$ cat config.mk
export PLATFORM = sky130hd
export DESIGN_NAME = ipc_endpoint_rendezvous
export DESIGN_NICKNAME = d
export VERILOG_FILES = /design/src/rtl/ipcr_pkg.sv /design/src/rtl/ipcr_engine.sv /design/src/rtl/ipcr_out_buf.sv /design/src/rtl/ipc_endpoint_rendezvous.sv
export SDC_FILE = /design/constraint.sdc
export NUM_CORES = 2
export LEC_CHECK = 0
export BUFFER_PORTS_ARGS = -buffer_cell sky130_fd_sc_hd__buf_2
export CAP_MARGIN = 15
export CORE_UTILIZATION = 55
export CTS_CLUSTER_SIZE = 16
export DETAILED_ROUTE_END_ITERATION = 7
export PLACE_DENSITY = 0.71
export SLEW_MARGIN = 20
export SYNTH_ARGS = -nofsm -noshare
export SYNTH_HDL_FRONTEND = slang
export SYNTH_SLANG_ARGS = --single-unit
$ cat constraint.sdc
create_clock -name clk -period 7.4 [get_ports clk]
set_input_delay 0.74 -clock clk [delete_from_list [all_inputs] [get_ports clk]]
set_output_delay 0.74 -clock clk [all_outputs]
set_load 0.005 [all_outputs]
$ cat src/rtl/ipcr_pkg.sv
// ----------------------------------------------------------------------------
// ipcr_pkg: shared definitions for the IPC endpoint rendezvous engine
// Field widths, command and thread state codes, and the result record.
// ----------------------------------------------------------------------------
package ipcr_pkg;

	localparam int THREADS_DEF   = 64;
	localparam int ENDPOINTS_DEF = 16;

	localparam int CMD_W      = 2;
	localparam int EP_W       = 4;
	localparam int THREAD_W   = 6;
	localparam int S_TDATA_W  = 16;
	localparam int S_TUSER_W  = 2;
	localparam int M_TDATA_W  = 16;
	localparam int ST_W       = 3;

	// Command codes.
	localparam logic [CMD_W-1:0] CMD_CALL  = 2'd0;
	localparam logic [CMD_W-1:0] CMD_WAIT  = 2'd1;
	localparam logic [CMD_W-1:0] CMD_REPLY = 2'd2;

	// Thread state codes.
	localparam logic [ST_W-1:0] ST_RUNNING = 3'd0;
	localparam logic [ST_W-1:0] ST_WAITING = 3'd1;
	localparam logic [ST_W-1:0] ST_ONRECV  = 3'd2;
	localparam logic [ST_W-1:0] ST_ONCALL  = 3'd3;
	localparam logic [ST_W-1:0] ST_ONSEND  = 3'd4;

	// One result word as it leaves the engine.
	typedef struct packed {
		logic                partner_valid;
		logic [THREAD_W-1:0] partner_thread;
		logic                partner_activated;
		logic                issuer_suspended;
		logic                error;
	} res_t;

endpackage

$ cat src/rtl/ipcr_engine.sv
// ----------------------------------------------------------------------------
// ipcr_engine: rendezvous sequencer with thread and endpoint tables
// Reads, modifies and writes back the thread table and the endpoint queue
// table, one command at a time.
// ----------------------------------------------------------------------------
module ipcr_engine #(
	parameter int THREADS   = ipcr_pkg::THREADS_DEF,
	parameter int ENDPOINTS = ipcr_pkg::ENDPOINTS_DEF
) (
	input  logic                          clk,
	input  logic                          arst_n,
	input  logic                          in_valid,
	output logic                          in_ready,
	input  logic [ipcr_pkg::CMD_W-1:0]    in_cmd,
	input  logic [ipcr_pkg::EP_W-1:0]     in_ep,
	input  logic [ipcr_pkg::THREAD_W-1:0] in_thread,
	input  logic                          in_block,
	input  logic                          in_recv,
	output logic                          res_push,
	output ipcr_pkg::res_t                res,
	input  logic                          res_ready
);

	localparam int TW        = $clog2(THREADS);
	localparam int EW        = (ENDPOINTS > 1) ? $clog2(ENDPOINTS) : 1;
	localparam int CLR_DEPTH = (THREADS > ENDPOINTS) ? THREADS : ENDPOINTS;
	localparam int CW        = $clog2(CLR_DEPTH);

	localparam logic [2:0] S_CLR  = 3'd0;
	localparam logic [2:0] S_IDLE = 3'd1;
	localparam logic [2:0] S_DEC1 = 3'd2;
	localparam logic [2:0] S_DEC2 = 3'd3;
	localparam logic [2:0] S_WB   = 3'd4;
	localparam logic [2:0] S_DONE = 3'd5;

	typedef struct packed {
		logic [ipcr_pkg::ST_W-1:0] st;
		logic                      lv;
		logic [TW-1:0]             lid;
		logic [TW-1:0]             nxt;
	} tent_t;

	typedef struct packed {
		logic          ne;
		logic [TW-1:0] head;
		logic [TW-1:0] tail;
	} qend_t;

	typedef struct packed {
		qend_t cq;
		qend_t rq;
	} eent_t;

	typedef struct packed {
		logic          we;
		logic [TW-1:0] addr;
		logic          m_st;
		logic          m_link;
		logic          m_nxt;
		tent_t         d;
	} twr_t;

	function automatic qend_t q_push(qend_t q, logic [TW-1:0] t);
		qend_t r;
		r = q;
		if (q.ne) begin
			r.tail = t;
		end else begin
			r.ne   = 1'b1;
			r.head = t;
			r.tail = t;
		end
		return r;
	endfunction

	function automatic qend_t q_pop(qend_t q, logic [TW-1:0] nx);
		qend_t r;
		r = q;
		if (q.head == q.tail) begin
			r.ne = 1'b0;
		end else begin
			r.head = nx;
		end
		return r;
	endfunction

	tent_t tmem [THREADS];
	eent_t emem [ENDPOINTS];

	logic [2:0]    state_q, nxt_state;
	logic [CW-1:0] cnt_q;

	logic [ipcr_pkg::CMD_W-1:0] cmd_q;
	logic [TW-1:0]              th_q;
	logic [EW-1:0]              ep_q;
	logic                       block_q, recv_q, bad_q;
	logic [TW-1:0]              partner_q, partner_n;
	twr_t                       wb_q, wb_n, twa;
	ipcr_pkg::res_t             res_q, res_n;
	logic                       load_res;

	tent_t         t_rd_q;
	eent_t         e_rd_q;
	logic          t_re, e_re;
	logic [TW-1:0] t_raddr;
	logic          ewe;
	logic [EW-1:0] e_waddr;
	eent_t         ewd;

	logic [31:0]   in_th32, in_ep32, cnt32, pid32;
	logic [TW-1:0] in_th_idx;
	logic [EW-1:0] in_ep_idx;
	logic          in_bad, accept;

	assign in_th32   = 32'(in_thread);
	assign in_ep32   = 32'(in_ep);
	assign cnt32     = 32'(cnt_q);
	assign pid32     = 32'(partner_q);
	assign in_th_idx = in_th32[TW-1:0];
	assign in_ep_idx = in_ep32[EW-1:0];

	assign in_bad = !(in_cmd == ipcr_pkg::CMD_CALL || in_cmd == ipcr_pkg::CMD_WAIT ||
			in_cmd == ipcr_pkg::CMD_REPLY) ||
		(in_th32 >= 32'(THREADS)) ||
		((in_cmd != ipcr_pkg::CMD_REPLY) && (in_ep32 >= 32'(ENDPOINTS)));

	assign in_ready = (state_q == S_IDLE);
	assign accept   = in_valid && in_ready;
	assign e_re     = accept;
	assign res      = res_q;

	always_comb begin
		nxt_state = state_q;
		twa       = '0;
		wb_n      = '0;
		ewe       = 1'b0;
		e_waddr   = ep_q;
		ewd       = e_rd_q;
		res_n     = '0;
		load_res  = 1'b0;
		partner_n = partner_q;
		t_re      = 1'b0;
		t_raddr   = in_th_idx;
		res_push  = 1'b0;
		case (state_q)
			S_CLR: begin
				twa.we     = (cnt32 < 32'(THREADS));
				twa.addr   = cnt_q[TW-1:0];
				twa.m_st   = 1'b1;
				twa.m_link = 1'b1;
				twa.m_nxt  = 1'b1;
				twa.d      = '{st: ipcr_pkg::ST_RUNNING, lv: 1'b0, lid: '0, nxt: '0};
				ewe        = (cnt32 < 32'(ENDPOINTS));
				e_waddr    = cnt_q[EW-1:0];
				ewd        = '0;
				if (cnt32 == 32'(CLR_DEPTH - 1)) begin
					nxt_state = S_IDLE;
				end
			end
			S_IDLE: begin
				if (accept) begin
					t_re      = 1'b1;
					nxt_state = S_DEC1;
				end
			end
			S_DEC1: begin
				load_res  = 1'b1;
				nxt_state = S_WB;
				if (bad_q) begin
					res_n.error = 1'b1;
				end else begin
					case (cmd_q)
						ipcr_pkg::CMD_CALL: begin
							if (t_rd_q.st != ipcr_pkg::ST_RUNNING) begin
								res_n.error = 1'b1;
							end else if (e_rd_q.rq.ne) begin
								// Fetch the oldest waiting receiver.
								partner_n = e_rd_q.rq.head;
								t_re      = 1'b1;
								t_raddr   = e_rd_q.rq.head;
								load_res  = 1'b0;
								nxt_state = S_DEC2;
							end else if (block_q) begin
								twa.we   = 1'b1;
								twa.addr = th_q;
								twa.m_st = 1'b1;
								twa.d.st = recv_q ? ipcr_pkg::ST_ONCALL : ipcr_pkg::ST_ONSEND;
								ewe      = 1'b1;
								ewd.cq   = q_push(e_rd_q.cq, th_q);
								wb_n.we    = e_rd_q.cq.ne;
								wb_n.addr  = e_rd_q.cq.tail;
								wb_n.m_nxt = 1'b1;
								wb_n.d.nxt = th_q;
								res_n.issuer_suspended = 1'b1;
							end
						end
						ipcr_pkg::CMD_WAIT: begin
							if (t_rd_q.st != ipcr_pkg::ST_RUNNING) begin
								res_n.error = 1'b1;
							end else if (e_rd_q.cq.ne) begin
								// Fetch the oldest pending caller.
								partner_n = e_rd_q.cq.head;
								t_re      = 1'b1;
								t_raddr   = e_rd_q.cq.head;
								load_res  = 1'b0;
								nxt_state = S_DEC2;
							end else begin
								twa.we   = 1'b1;
								twa.addr = th_q;
								twa.m_st = 1'b1;
								twa.d.st = ipcr_pkg::ST_WAITING;
								ewe      = 1'b1;
								ewd.rq   = q_push(e_rd_q.rq, th_q);
								wb_n.we    = e_rd_q.rq.ne;
								wb_n.addr  = e_rd_q.rq.tail;
								wb_n.m_nxt = 1'b1;
								wb_n.d.nxt = th_q;
								res_n.issuer_suspended = 1'b1;
							end
						end
						ipcr_pkg::CMD_REPLY: begin
							if (t_rd_q.lv) begin
								partner_n = t_rd_q.lid;
								t_re      = 1'b1;
								t_raddr   = t_rd_q.lid;
								load_res  = 1'b0;
								nxt_state = S_DEC2;
							end
						end
						default: begin
							res_n.error = 1'b1;
						end
					endcase
				end
			end
			S_DEC2: begin
				// The partner's entry is in t_rd_q now.
				load_res  = 1'b1;
				nxt_state = S_WB;
				case (cmd_q)
					ipcr_pkg::CMD_CALL: begin
						if (t_rd_q.st != ipcr_pkg::ST_WAITING) begin
							res_n.error = 1'b1;
						end else begin
							twa.we     = 1'b1;
							twa.addr   = partner_q;
							twa.m_st   = 1'b1;
							twa.m_link = 1'b1;
							twa.d.st   = ipcr_pkg::ST_RUNNING;
							twa.d.lv   = recv_q;
							twa.d.lid  = recv_q ? th_q : '0;
							ewe        = 1'b1;
							ewd.rq     = q_pop(e_rd_q.rq, t_rd_q.nxt);
							wb_n.we    = recv_q;
							wb_n.addr  = th_q;
							wb_n.m_st  = 1'b1;
							wb_n.d.st  = ipcr_pkg::ST_ONRECV;
							res_n.partner_valid     = 1'b1;
							res_n.partner_thread    = pid32[ipcr_pkg::THREAD_W-1:0];
							res_n.partner_activated = 1'b1;
							res_n.issuer_suspended  = recv_q;
						end
					end
					ipcr_pkg::CMD_WAIT: begin
						if (t_rd_q.st == ipcr_pkg::ST_ONCALL ||
								t_rd_q.st == ipcr_pkg::ST_ONSEND) begin
							twa.we      = 1'b1;
							twa.addr    = partner_q;
							twa.m_st    = 1'b1;
							ewe         = 1'b1;
							ewd.cq      = q_pop(e_rd_q.cq, t_rd_q.nxt);
							wb_n.we     = 1'b1;
							wb_n.addr   = th_q;
							wb_n.m_link = 1'b1;
							res_n.partner_valid  = 1'b1;
							res_n.partner_thread = pid32[ipcr_pkg::THREAD_W-1:0];
							if (t_rd_q.st == ipcr_pkg::ST_ONCALL) begin
								// The caller now waits for this receiver's reply.
								twa.d.st    = ipcr_pkg::ST_ONRECV;
								wb_n.d.lv   = 1'b1;
								wb_n.d.lid  = partner_q;
							end else begin
								twa.d.st = ipcr_pkg::ST_RUNNING;
								res_n.partner_activated = 1'b1;
							end
						end else begin
							res_n.error = 1'b1;
						end
					end
					ipcr_pkg::CMD_REPLY: begin
						if (t_rd_q.st != ipcr_pkg::ST_ONRECV) begin
							res_n.error = 1'b1;
						end else begin
							twa.we      = 1'b1;
							twa.addr    = partner_q;
							twa.m_st    = 1'b1;
							twa.d.st    = ipcr_pkg::ST_RUNNING;
							wb_n.we     = 1'b1;
							wb_n.addr   = th_q;
							wb_n.m_link = 1'b1;
							res_n.partner_valid     = 1'b1;
							res_n.partner_thread    = pid32[ipcr_pkg::THREAD_W-1:0];
							res_n.partner_activated = 1'b1;
						end
					end
					default: begin
						res_n.error = 1'b1;
					end
				endcase
			end
			S_WB: begin
				twa      = wb_q;
				res_push = 1'b1;
				nxt_state = res_ready ? S_IDLE : S_DONE;
			end
			S_DONE: begin
				res_push = 1'b1;
				if (res_ready) begin
					nxt_state = S_IDLE;
				end
			end
			default: begin
				nxt_state = S_IDLE;
			end
		endcase
	end

	always_ff @(posedge clk or negedge arst_n) begin
		if (!arst_n) begin
			state_q <= S_CLR;
			cnt_q   <= '0;
		end else begin
			state_q <= nxt_state;
			if (state_q == S_CLR) begin
				cnt_q <= cnt_q + 1'b1;
			end
		end
	end

	always_ff @(posedge clk) begin
		if (accept) begin
			cmd_q   <= in_cmd;
			th_q    <= in_th_idx;
			ep_q    <= in_ep_idx;
			block_q <= in_block;
			recv_q  <= in_recv;
			bad_q   <= in_bad;
		end
		partner_q <= partner_n;
		if (load_res) begin
			res_q <= res_n;
			wb_q  <= wb_n;
		end
	end

	// Thread table: one read port, one write port with per-field enables.
	always_ff @(posedge clk) begin
		if (t_re) begin
			t_rd_q <= tmem[t_raddr];
		end
		if (twa.we) begin
			if (twa.m_st) begin
				tmem[twa.addr].st <= twa.d.st;
			end
			if (twa.m_link) begin
				tmem[twa.addr].lv  <= twa.d.lv;
				tmem[twa.addr].lid <= twa.d.lid;
			end
			if (twa.m_nxt) begin
				tmem[twa.addr].nxt <= twa.d.nxt;
			end
		end
	end

	// Endpoint table: queue ends of both queues of an endpoint in one word.
	always_ff @(posedge clk) begin
		if (e_re) begin
			e_rd_q <= emem[in_ep_idx];
		end
		if (ewe) begin
			emem[e_waddr] <= ewd;
		end
	end

endmodule

$ cat src/rtl/ipcr_out_buf.sv
// ----------------------------------------------------------------------------
// ipcr_out_buf: result output register
// Holds one finished result word until the downstream side takes it.
// ----------------------------------------------------------------------------
module ipcr_out_buf (
	input  logic                           clk,
	input  logic                           arst_n,
	input  logic                           push,
	input  ipcr_pkg::res_t                 res,
	output logic                           ready,
	output logic                           m_tvalid,
	input  logic                           m_tready,
	output logic [ipcr_pkg::M_TDATA_W-1:0] m_tdata
);

	logic           valid_q;
	ipcr_pkg::res_t data_q;

	assign ready    = !valid_q || m_tready;
	assign m_tvalid = valid_q;
	assign m_tdata  = {6'b0, data_q.error, data_q.issuer_suspended,
		data_q.partner_activated, data_q.partner_thread, data_q.partner_valid};

	always_ff @(posedge clk or negedge arst_n) begin
		if (!arst_n) begin
			valid_q <= 1'b0;
		end else if (ready) begin
			valid_q <= push;
		end
	end

	always_ff @(posedge clk) begin
		if (push && ready) begin
			data_q <= res;
		end
	end

endmodule

$ cat src/rtl/ipc_endpoint_rendezvous.sv
// ----------------------------------------------------------------------------
// ipc_endpoint_rendezvous: synchronous IPC rendezvous engine
// Pairs callers and receivers on endpoints, keeps per-thread states and
// reply links, and reports the partner of each operation.
// ----------------------------------------------------------------------------
// The block takes one command word at a time (call, wait for caller, or
// reply) and answers each with exactly one result word. Thread states, reply
// links and queue successor links live in a thread table; the head and tail
// of every endpoint's caller and receiver queue live in an endpoint table.
// Both tables are synchronous memories with one read port and one write port
// and a registered read, so every command walks through a short
// read-modify-write sequence: it reads the issuer and its endpoint, reads
// the partner when a queue or a reply link names one, and then writes back
// the changed entries. A command that touches a partner passes through the
// states S_DEC1, S_DEC2 and S_WB, any other command through S_DEC1 and S_WB;
// the sequence follows from the two dependent table reads and the second
// thread table write. A finished result waits in an output register, so
// the next command is taken while the previous result is still unclaimed.
// If that register still holds an unclaimed word when the next result is
// finished, the engine keeps the new result and stays busy in S_DONE until
// the register frees. After reset the block runs a clearing pass over both
// tables that covers max(THREADS, ENDPOINTS) entries, 64 with the default
// sizes, with s_tready held low. A failed state check or an index out of
// range gives a result with only the error bit set and no state change.
module ipc_endpoint_rendezvous #(
	parameter int THREADS   = ipcr_pkg::THREADS_DEF,
	parameter int ENDPOINTS = ipcr_pkg::ENDPOINTS_DEF
) (
	input  logic                           clk,
	input  logic                           arst_n,
	input  logic                           s_tvalid,
	output logic                           s_tready,
	// [3:0] endpoint, [9:4] thread, [10] block, [11] recv, [15:12] zero
	input  logic [ipcr_pkg::S_TDATA_W-1:0] s_tdata,
	// [1:0] cmd
	input  logic [ipcr_pkg::S_TUSER_W-1:0] s_tuser,
	output logic                           m_tvalid,
	input  logic                           m_tready,
	// [0] partner_valid, [6:1] partner_thread, [7] partner_activated,
	// [8] issuer_suspended, [9] error, [15:10] zero
	output logic [ipcr_pkg::M_TDATA_W-1:0] m_tdata
);

	logic           res_push;
	logic           res_ready;
	ipcr_pkg::res_t res;

	// Command fields unpacked from the input word.
	ipcr_engine #(
		.THREADS   (THREADS),
		.ENDPOINTS (ENDPOINTS)
	) u_engine (
		.clk       (clk),
		.arst_n    (arst_n),
		.in_valid  (s_tvalid),
		.in_ready  (s_tready),
		.in_cmd    (s_tuser[1:0]),
		.in_ep     (s_tdata[3:0]),
		.in_thread (s_tdata[9:4]),
		.in_block  (s_tdata[10]),
		.in_recv   (s_tdata[11]),
		.res_push  (res_push),
		.res       (res),
		.res_ready (res_ready)
	);

	// The output register decouples the result side from the engine.
	ipcr_out_buf u_out_buf (
		.clk      (clk),
		.arst_n   (arst_n),
		.push     (res_push),
		.res      (res),
		.ready    (res_ready),
		.m_tvalid (m_tvalid),
		.m_tready (m_tready),
		.m_tdata  (m_tdata)
	);

endmodule

Word level (Yosys, flattened, before mapping)
Memories as Yosys holds them, arrays and structs flattened. A register that Yosys moved wholly into a read port is not among the register bits.
Cells that the tools add are included.

word-level totals
  input bits = 22
  output and inout bits = 18
  memory bits (writable) = 1440
  memories kept = 2
  register bits after elaboration = 77

memory list
  name           words  bits a word  read ports  clocked after Yosys merged registers in  wr ports  line               RTL
  u_engine.tmem  64     16           1           1                                        1         ipcr_engine.sv:87  tent_t tmem [THREADS];
  u_engine.emem  16     26           1           1                                        1         ipcr_engine.sv:88  eent_t emem [ENDPOINTS];

operators by class
  add/subtract/negate cells = 1
  reductions and logical operators = 24
  order comparisons = 4
  bitwise gates (word level) = 2
  equality and inequality tests = 25
  multiplexer cells = 152

operators by type and width
  cell                number
  $mux 13             11
  $mux 6              23
  $mux 8              10
  $pmux 26 s3         1
  $mux 7              11
  $mux 3              16
  $pmux 8 s3          2
  $mux 1              44
  $pmux 7 s2          3
  $pmux 6 s3          2
  $pmux 8 s4          1
  $mux 26             1
  $pmux 7 s3          1
  $mux 9              2
  $pmux 3 s3          2
  $pmux 3 s6          1
  $pmux 8 s2          1
  $pmux 1 s3          5
  $pmux 1 s2          7
  $eq 6x6->1          2
  $pmux 3 s2          2
  $pmux 6 s2          1
  $ne 2x1->1 const B  5
  $eq 3x2->1 const B  3
  28 further kinds    51

Logic depth before layout (Yosys ltp)
  word-level depth = 9
  mapped depth = 13
  gate-level depth less buffers = 11

Hierarchy
A second synthesis with hierarchy kept.

unflattened totals
  cells, all modules = 2962
  area total of the unflattened synthesis = 61191.2 µm²

modules (own cells, without submodules)
  module        area each (µm²)  cells each  instances
  ipcr_engine   60788.3          2941        1
  ipcr_out_buf  402.9            21          1

Worst setup path after synthesis
Ideal clock, no wire load.

  kind = reg2reg
  from = register u_engine.cmd_q[1] in the netlist's numbering
  to = memory u_engine.tmem[0][15] in the netlist's numbering, data pin
  arrival = 4693 ps
  cell stages (with the launch flop) = 6
  required time = 6536 ps
  setup slack = 1843 ps
  period minus slack after synthesis = 5557 ps
  setup time = 864 ps
  cells stage by stage = edfxtp_1 inv_1 ha_1 nor4b_4 nand2_1 nor4_1

RTL lines
  what                      line                RTL
  start: declaration        ipcr_engine.sv:93   logic [ipcr_pkg::CMD_W-1:0] cmd_q;
  start signal: assignment  ipcr_engine.sv:342  cmd_q <= in_cmd;
  end: declaration          ipcr_engine.sv:87

Worst setup path after layout
  from = register u_engine.cmd_q[1] in the netlist's numbering
  to = register u_engine.t_rd_q[12] (netlist name)

on the way
  longest elaborated chain between the ends = 4
  elaborated cells between the ends (all ways) = 9

ends and longest elaborated chain
  what                                      line                RTL
  $eq 2x2->1, or another cell as far along  ipcr_engine.sv:172  case (cmd_q)
  $pmux 1 s3 or $pmux 6 s3 (tied branches)  ipcr_engine.sv:172
  $mux 1 or $mux 6 (tied branches)          ipcr_engine.sv:169  if (bad_q) begin
  $pmux 1 s2 or $mux 6 (tied branches)      ipcr_engine.sv:145  case (state_q)

Parallel ways exist; a longest one is shown, timed or not.
A chain may end at the register's enable or synchronous reset.

==> results.py <==
metrics = {
    "global_route": {
        "grt_pass1_wl_microns": 234300,
        "grt_overflow": 0,
        "grt_max_degree": 255,
        "antenna_found_initial": 2,
        "grt_usage_pct": 27.24,
        "grt_pass1_vias": 36160,
    },
    "drt": {
        "highest_layer": "met5",
        "first_iter_violations": 5153,
        "antenna_left": 0,
        "vias": 37060,
        "route.detailed.drc": 0,
        "avgViaCountPerCell": 6.787,
        "routed-wl-met2_microns": 76250,
        "wl_met1_microns": 63220,
        "avgRoutedWirePerCell_microns": 29.09,
        "first_pass_iters": 5,
        "wl_microns": 158800,
        "wl_met3_microns": 14550,
    },
    "power_and_ir_drop": {
        "ir_drop_v": 0.0003799,
        "leakage_nw": 22.46,
        "p_per_area_nw_per_um2": 323.6,
        "p_total_mw": 22.70,
    },
    "sta": {
        "grt_setup_unrepaired": "no",
        "fin_crit_sh_pct": 75.49,
        "worst_slew_pin_slew_ns": 1.145,
        "tns_ns": 0,
        "finalCriticalPeriod_ns": 5.586,
        "skew_ns": 0.02479,
        "fin_worst_hold_slack_ns": 0.1761,
        "drv_slew": 0,
        "setup_viol_count_final": 0,
        "slew_headroom_pct": 23.51,
        "finalHoldViolCount": 0,
        "fmax_mhz": 179.0,
    },
    "placed_design": {
        "postPlaceCellArea_sq_um": 65100,
        "routabilityCongestion": 0.9394,
        "dp_hpwl_microns": 87750,
        "portBuffers": 29,
    },
    "clocking": {
        "cts_resized": 0,
        "ctsHoldBuffers": 1,
        "clock_path_buffers": 3,
        "clkTransAtPathRegs_ns": 0.07,
        "root_buffer": "clkbuf_16",
        "htreeDepth": 4,
        "cts_buffers": 150,
        "clk-insertion-delay-late_ns": 0.77,
        "numClockSinks": 1556,
        "post-cts-setup-buffers": 0,
        "cts_tree": "built",
    },
    "floorplan": {
        "start_util_pct": 55.48,
        "die_area_sq_um": 116500,
        "die_w_microns": 341.4,
        "fp.dieH_microns": 341.4,
        "rows": 124,
        "ios": 40,
        "core_sq_um": 114200,
    },
    "critical_path": {
        "worstPathArrival_ns": 6.03,
        "worst_path_most_repeated_cell": "inv_1",
        "cp-end-kind": "flip-flop",
        "reg2reg_from": "u_engine.cmd_q[1]",
        "crit_start": "u_engine.cmd_q[1]",
        "worstPathRequired_ns": 7.84,
        "critPathLaunchType": "flip-flop",
        "path_cells": "inv_1, ha_1, inv_1, o211ai_2, o21ai_1, a22o_4, buf_4, a211oi_1, o41ai_1, a21oi_1, nor4bb_1",
        "slowest_delay_ns": 0.84,
        "cp_max_fo": 67,
        "crit_slowest_cell": "a22o_4",
        "critPathKind": "flip-flop to flip-flop",
    },
    "yosys": {
        "ys_ff_latch": 1556,
        "async_reset_ff_share_pct": 0.6427,
        "avgSynthCellArea_sq_um": 16.33,
        "yosysWarnings": 0,
        "synthCells": 3880,
        "yosysSeqAreaShare_pct": 73.68,
        "synth_edf_count": 1546,
        "syn_area_sq_um": 63350,
        "ys_types": 67,
        "synthFlopType": "edfxtp_1",
    },
    "job": {
        "maxCapViolCount": 0,
    },
    "layout": {
        "antennaDiodeCount": 0,
        "finish.utilization_pct": 61.44,
        "final_nets": 3855,
        "fill_cells": 8143,
        "drive_gt1_share_pct": 14.36,
        "finalInstanceArea_sq_um": 70150,
        "syn2layout_area_growth_pct": 10.74,
    },
    "min_path": {
        "hp-class": "input port to flip-flop",
        "min_from": "s_tdata[11]",
    },
    "status": {
        "status": "finished clean",
    },
}
==> worst max-delay path: cells and delay by family, from the launching register on <==
kind	cells	cell delay, ns
adder cells (fa/ha/maj)	1	0.46
flip-flops	1	0.42
buffers and inverters	3	0.96
AND/OR/NAND/NOR	1	0.81
AO/OA/AOI/OAI	6	2.60
==> Yosys cell counts (all sizes together) (5+ instances only) <==
master     n  share of area, %
xor2       5             0.069
nand2b     5             0.049
a22oi     26              0.31
inv       23              0.14
a211oi   515               6.1
nor4b      6              0.14
clkbuf   198               1.2
o22a      30              0.41
nor4bb    15              0.24
a211o      7             0.097
nand3     37              0.29
a22o      21              0.29
or3        5             0.049
nor3b      8             0.095
edfxtp  1546                73
buf      152               1.3
xnor2     12              0.17
a31oi     15              0.15
and3     520               5.1
dfrtp     10              0.39
nor2      42              0.25
or2        7             0.069
mux4     130               4.6
o21ai     43              0.36
ha         5             0.099
nor4      64              0.63
a21oi     54              0.43
nand4      6             0.059
and2      23              0.23
nand2     36              0.22
o41ai     64              0.88
nor3     206               1.6
==> report_power, final <==
group	internal [mW]	switching (mW)
sequential	10.8	0.302
clock	4.46	3.20
combinational	0.903	3.02
==> layer usage <==
metal / vias to the layer above / global-route usage [%]
met1: 18880 / 38.53
met3: 285 / 4.750
met4: 4 / 9.398
met5: - / 0
li1: 15920 / -
met2: 1968 / 43.10
==> kinds of logic after synthesis <==
family                     count (synthesis)  share of synthesized area [%]
AOI/OAI and AO/OA                        804                          9.468
xor gates and xnor gates                  17                         0.2350
adders and majority gates                  5                        0.09875
buffers and inverters                    374                          2.631
DFF                                     1556                          73.68
muxes                                    134                          4.685
other                                      1                       0.005919
and+or+nand+nor                          989                          9.202
==> placed cells by master (no fill, tap or decap), types with 30 or more instances in the layout <==
| cell | instances |
|---|---|
| a211oi_1 | 514 |
| a21oi_1 | 53 |
| and3_1 | 514 |
| buf_4 | 98 |
| clkbuf_1 | 34 |
| clkbuf_16 | 157 |
| edfxtp_1 | 1546 |
| mux4_2 | 130 |
| nand2_1 | 35 |
| nor3_1 | 201 |
| nor4_1 | 63 |
| o22a_1 | 30 |
| o41ai_1 | 64 |
==> worst paths after layout <==
path                                             end  slack, ns  cells past startpoint
worst max-delay path             u_engine.t_rd_q[12]       1.81                     11
worst max register to register   u_engine.t_rd_q[12]       1.81                     11
max in group asynchronous        u_engine.state_q[0]       6.81                      2
worst min register to register  u_out_buf.m_tdata[3]       0.42                      0
worst min-delay path                 u_engine.recv_q       0.18                      1
min in group asynchronous         u_out_buf.m_tvalid       0.37                      2
==> state kept, by name (all words and copies together) (netlist names), 4 cells and up <==
signal	count
u_engine.wb_q	23
u_engine.cnt_q	6
u_engine.t_rd_q	16
u_out_buf.m_tdata	10
u_engine.e_rd_q	26
u_engine.emem	416
u_engine.th_q	6
u_engine.res	10
u_engine.ep_q	4
u_engine.tmem	1024
u_engine.partner_q	6
==> area by class of cell <==
cell class | count | area (sq um) | share of cell area (%)
Sequential cell | 1556 | 46670 | 66.53
Clock buffer | 196 | 4125 | 5.880
Tap cell | 1512 | 1892 | 2.697
Inverter | 24 | 90.09 | 0.1284
Multi-Input combinational cell | 1955 | 15380 | 21.92
Clock inverter | 76 | 808.3 | 1.152
Timing Repair Buffer | 141 | 1187 | 1.693
==> through the flow <==
step,setup slack [ns],instances
after floorplan,1.843,3885
after global placement,2.020,5182
after detailed placement,1.932,5184
after CTS,1.895,5457
after global routing,1.571,5460
final,1.814,5460
Note: power is estimated with default switching activity, not from simulation.
